`src/biem_pkg.sv`:
```
// ----------------------------------------------------------------------------
// biem_pkg: shared types and constants of the binary image edge marker
// Holds the configuration register codes, the result record that travels
// from the window pipeline through the result queue, and the queue sizing.
// ----------------------------------------------------------------------------
package biem_pkg;

	// Configuration port.
	localparam int CFG_DATA_W  = 11;
	localparam int CFG_INDEX_W = 1;

	typedef enum logic [CFG_INDEX_W-1:0] {
		REG_IMAGE_WIDTH  = 1'b0,
		REG_IMAGE_HEIGHT = 1'b1
	} cfg_reg_t;

	// Frame size after reset, before clamping to the build limits.
	localparam int DIM_RESET_WIDTH  = 640;
	localparam int DIM_RESET_HEIGHT = 480;

	// Row and column fields of a result are reported in this many bits.
	localparam int COORD_W = 10;

	typedef struct packed {
		logic               edge_bit;
		logic [COORD_W-1:0] out_row;
		logic [COORD_W-1:0] out_col;
		logic               frame_last;
	} result_t;

	// Result queue.
	localparam int RQ_DEPTH = 4;
	localparam int RQ_PTR_W = $clog2(RQ_DEPTH);
	localparam int RQ_CNT_W = $clog2(RQ_DEPTH + 1);

	typedef struct packed {
		logic [RQ_CNT_W-1:0] count;
		logic                full;
		logic                empty;
	} rq_status_t;

endpackage

```
`src/biem_result_queue.sv`:
```
// ----------------------------------------------------------------------------
// biem_result_queue: small result queue at the output of the edge marker
// Decouples the fixed-latency window pipeline from a stalling receiver.
// The head entry is presented directly; status tells the producer how full.
// ----------------------------------------------------------------------------
module biem_result_queue import biem_pkg::*; (
	input  logic       clk,
	input  logic       arst_n,
	input  logic       push,
	input  result_t    push_data,
	input  logic       pop,
	output result_t    head,
	output rq_status_t stat
);

	result_t             entry_q [RQ_DEPTH];
	logic [RQ_PTR_W-1:0] wr_ptr_q;
	logic [RQ_PTR_W-1:0] rd_ptr_q;
	logic [RQ_CNT_W-1:0] count_q;
	logic                do_push;
	logic                do_pop;

	assign stat.count = count_q;
	assign stat.full  = (count_q == RQ_CNT_W'(RQ_DEPTH));
	assign stat.empty = (count_q == '0);
	assign head       = entry_q[rd_ptr_q];

	assign do_push = push && !stat.full;
	assign do_pop  = pop && !stat.empty;

	always_ff @(posedge clk or negedge arst_n) begin
		if (!arst_n) begin
			wr_ptr_q <= '0;
			rd_ptr_q <= '0;
			count_q  <= '0;
		end else begin
			if (do_push) begin
				wr_ptr_q <= wr_ptr_q + 1'b1;
			end
			if (do_pop) begin
				rd_ptr_q <= rd_ptr_q + 1'b1;
			end
			unique case ({do_push, do_pop})
				2'b10:   count_q <= count_q + 1'b1;
				2'b01:   count_q <= count_q - 1'b1;
				default: count_q <= count_q;
			endcase
		end
	end

	always_ff @(posedge clk) begin
		if (do_push) begin
			entry_q[wr_ptr_q] <= push_data;
		end
	end

endmodule

```
`config.mk`:
```
export PLATFORM = sky130hd
export DESIGN_NAME = biem_result_queue
export DESIGN_NICKNAME = d
export VERILOG_FILES = /design/src/biem_pkg.sv /design/src/biem_result_queue.sv
export SDC_FILE = /design/constraint.sdc
export NUM_CORES = 1
export LEC_CHECK = 0
export ABC_AREA = 0
export ABC_CLOCK_PERIOD_IN_PS = 3600
export BUFFER_PORTS_ARGS = -buffer_cell sky130_fd_sc_hd__buf_4
export CORE_MARGIN = 1
export CORE_UTILIZATION = 60
export CTS_CLUSTER_DIAMETER = 80
export DETAILED_ROUTE_END_ITERATION = 7
export PLACE_DENSITY_LB_ADDON = 0.05
export SLEW_MARGIN = 15
export SYNTH_ARGS = -nofsm -noshare
export SYNTH_HDL_FRONTEND = slang
export SYNTH_SLANG_ARGS = --single-unit
```
`constraint.sdc`:
```
create_clock -name clk -period 3.6 [get_ports clk]
set_clock_uncertainty 0.2 [all_clocks]
set_input_delay 0.36 -clock clk [delete_from_list [all_inputs] [get_ports clk]]
set_output_delay 0.36 -clock clk [all_outputs]
set_load 0.05 [all_outputs]
```
**Yosys cells after proc, flatten, opt, wreduce, memory -nomap -nowiden**

Memory sizes are Yosys's and may differ from the RTL's.
Index checks and enable logic that the tools add are counted.

- Register bits after elaboration: 7
- Bits in read-only memories: 0
- Bits in latches: 0
- Bits in writable memories: 88
- Input port bits: 26
- Memories: 1
- Output and inout bits: 27

Memories:

| name | depth | bits a word | rd ports | clocked after memory_dff | write ports | RTL line | source |
|---|---|---|---|---|---|---|---|
| entry_q | 4 | 22 | 1 | 0 | 1 | biem_result_queue.sv:16 | `result_t entry_q [RQ_DEPTH];` |

- $add $sub $neg: 4
- Mux-type cells: 3
- Equality and inequality tests: 3
- Bitwise logic cells: 0
- Order comparisons: 0
- Shift operators: 0
- Multipliers: 0
- Reductions and logical operators: 6
- Divide/modulo/power cells: 0

Operators with widths:

| kind | number |
|---|---|
| $pmux W3 S2 | 1 |
| $add A2 B1 Y2 const B | 2 |
| $add A3 B1 Y3 const B | 1 |
| $eq A3 B3 Y1 const B | 1 |
| $logic_not A3 Y1 | 1 |
| $sub A3 B1 Y3 const B | 1 |
| $eq A2 B1 Y1 const B | 1 |
| $eq A2 B2 Y1 const B | 1 |
| $logic_and A1 B1 Y1 | 2 |
| $logic_not A1 Y1 | 2 |
| $mux W1 | 2 |
| $reduce_bool A2 Y1 | 1 |

**Depth between registers and ports, before layout**

- Word-level depth: 5
- Gate-level depth with buffers: 9
- Gate-level depth less buffers: 9

**Worst setup path after synthesis**

No wires, ideal clock.

- Kind: register to register
- From: register count_q[2]
- To: register count_q[2]
- Period minus slack after synthesis: 2.989 ns
- Arrival: 2.707 ns
- Cell stages (with the launch flop): 10
- Setup slack: 0.611 ns
- Library setup time: 0.082 ns
- Cell sequence: dfrtp_1 nor3b_2 nor2b_2 inv_1 ha_1 inv_1 fa_1 xor2_1 nor2_1 xor2_1

RTL lines:

| element | RTL line | source |
|---|---|---|
| start, declared | biem_result_queue.sv:19 | `logic [RQ_CNT_W-1:0] count_q;` |
| start signal, assigned | biem_result_queue.sv:44 | `2'b10: count_q <= count_q + 1'b1;` |
| start signal, assigned | biem_result_queue.sv:45 | `2'b01: count_q <= count_q - 1'b1;` |
| start signal, assigned | biem_result_queue.sv:46 | `default: count_q <= count_q;` |

==> metrics.yaml <==
timing:
  whs_ns: 0.0217
  maxSlewViolCount: 0
  min_period_ns: 2.67
  tightest_slew_ns: 1.03
  min_period_over_period_pct: 74.2
  slew_headroom_pct: 31.6
  finalSetupViolCount: 0
  hold_viol: 0
  rsz0062_at_grt: "no"
  fmax_ghz: 0.374
  tns_ns: 0
synth:
  synth_top_area_share_pct: 72.6
  ys_warn_count: 0
  synth.distinct_cells: 21
  synth_ff_type: "edfxtp_1"
  post-synth-top-area-cell: "edfxtp_1"
  post-synth-top-count-cell: "edfxtp_1"
  synthTopCellsByArea: "edfxtp_1 73%, mux4_2 11%, dfrtp_1 4.8%, mux4_1 2.9%, ha_1 1.7%"
  ys_seq_area_share_pct: 77.4
  syn_inst: 152
  synth_edf_count: 88
  synthTopCellsByCount: "88 x edfxtp_1, 18 x mux4_2, 7 x dfrtp_1"
  ys_seq_elements: 95
  async_flop_share_pct: 7.37
  syn_nets: 184
  syn_avg_cell_area_sq_um: 23.9
  synthesis.area_sq_um: 3640
hold_path:
  hold_path.class: "in -> reg"
  whs_path_depth: 1
  worst_hold_startpoint: "push_data[5]"
worst_setup_path:
  start_kind: "flip-flop"
  worstSetupStartpoint: "rd_ptr_q[0]$_DFFE_PN0P_"
  reg2regPathDepth: 4
  r2r_start: "count_q[2]$_DFFE_PN0P_"
  cp.required_ns: 3.04
  endpoint_kind: "output pin"
  crit_type: "reg -> out"
  cp_max_fo: 24
  cp_data_arrival_time_ns: 2.11
detailed_routing:
  vias: 1732
  antenna_left: 0
  drt_pass1_iterations: 4
  wirelength_mm: 6.21
  drc: 0
  wire_per_inst_um: 19.9
  drt_iter0_markers: 106
  via_per_inst: 5.55
pwr:
  cellPowerDensity_nw_per_um2: 920
  finalPower_mw: 4.15
  peakVddDrop_v: 0.000633
  p_seq_share_pct: 40.5
  intPower_mw: 2.56
  p_sw_mw: 1.59
  power.share.combinational_pct: 40.1
  clock_power_share_pct: 19.4
  switching_share_pct: 38.4
  p_leak_nw: 1.63
cts:
  clk_latency_ns: 0.34
  clock-sinks: 95
  clkTransAtPathRegs_ns: 0.08
  numCtsBuffers: 9
  clockBufferDepth: 2
  cts_tree: "built"
  cts_root_buffer: "clkbuf_8"
  htreeDepth: 3
floorplanning:
  row_count: 28
  die_h_um: 79.9
  start_util_pct: 61.8
  io_pins: 53
  die_w_um: 79.9
  core-area_sq_um: 5890
  die_area_sq_um: 6380
place:
  gp_congestion: 0.660
  hpwl_mm: 3.76
  io_buffers: 52
grt:
  grt_max_degree: 25
  antenna_found_initial: 0
  overflow: 0
  grt_util_all_layers_pct: 21.4
  grt_pass1_wl_mm: 9.36
  grt_pass1_vias: 1866
final_layout:
  antenna_cells: 0
  nFillCells: 332
  drive_gt1_share_pct: 38.8
  areaGrowthSynthToFinish_pct: 23.9
  nets: 264
job:
  drv_cap: 0
run_status:
  outcome: "finished, final reports clean"
==> sequential cells by signal (all words and copies together) (netlist names) <==
| name | flops |
|---|---|
| count_q | 3 |
| wr_ptr_q | 2 |
| rd_ptr_q | 2 |
| entry_q | 88 |
==> cell families (layout without fill, tap and decap cells) <==
family          Yosys count  after routing  synth area share [%]
compound gates            1              1                 0.241
xor+xnor                  6              6                  1.44
fa+ha+maj                 6              6                  2.27
buf+inv                  11             96                  2.30
flops                    95             95                  77.4
mux                      24             24                  14.7
simple gates              9              9                  1.62
==> final timing paths <==
kind	endpoint	slack, ns
max in group asynchronous	rd_ptr_q[0]$_DFFE_PN0P_	2.91
setup / recovery	head[0]	0.93
hold reg to reg	count_q[2]$_DFFE_PN0P_	0.37
setup reg to reg	entry_q[2][21]$_DFFE_PP_	1.14
min in group asynchronous	count_q[1]$_DFFE_PN0P_	0.15
hold / removal	entry_q[2][5]$_DFFE_PP_	0.02
==> layout by cell type, fill, tap and decap left out, types with 2 or more instances in the layout <==
cell type,instances
edfxtp_1,88
buf_4,56
mux4_2,18
dlygate4sd3_1,18
clkbuf_8,9
inv_1,6
dfrtp_1,6
ha_1,5
mux4_1,4
and2_1,4
xnor2_1,3
xor2_1,3
bufinv_16,3
clkinvlp_4,2
==> metrics by stage <==
| stage | cells | area (sq um) | utilization (%) | worst slack (ns) |
|---|---|---|---|---|
| 6_report | 312 | 4510 | 76.6 | 0.928 |
| 4_1_cts | 310 | 4490 | 76.3 | 0.870 |
| 3_5_place_dp | 278 | 4090 | 69.6 | 1.14 |
| 5_1_grt | 312 | 4510 | 76.6 | 0.780 |
| 2_1_floorplan | 152 | 3640 | - | 0.611 |
| 3_3_place_gp | 278 | 4090 | 69.6 | 1.26 |
==> timing repair <==
item                      CTS  global route
resized for setup           0             0
hold buffers               16             2
setup buffers               0             0
hold endpoints to repair   61             5
==> metal layers <==
layer  up-vias  share of wire [%]  GRT usage, %
met5         -                  0             0
met4         0               0.31          8.93
met3         2                3.9          5.14
met2        51                 58          38.2
met1       902                 38          24.8
li1        777                  -             -
==> power by group through the flow <==
| stage | sequential (mW) | combinational (mW) | clock [mW] |
|---|---|---|---|
| after floorplan | 1.62 | 1.31 | 0 |
| after global placement | 1.69 | 1.62 | 0 |
| after detailed placement | 1.71 | 1.66 | 0 |
| after CTS | 1.69 | 1.68 | 0.820 |
| after global routing | 1.72 | 1.75 | 0.856 |
| final | 1.68 | 1.66 | 0.805 |
==> layout make-up <==
type | count | area [sq um] | share of cell area [%]
repair buffers | 74 | 601 | 13.3
flip-flops and latches | 95 | 2820 | 62.5
clock inverters | 6 | 109 | 2.41
multi-input cells | 46 | 738 | 16.4
well taps | 75 | 93.8 | 2.08
clock buffers | 10 | 128 | 2.83
inverters | 6 | 22.5 | 0.499
==> critical path, stage by stage (launching register included) <==
cell and delay, ns:
dfrtp_2 0.88, mux4_1 0.68, buf_4 0.21
Note: power is estimated with default switching activity, not from simulation.
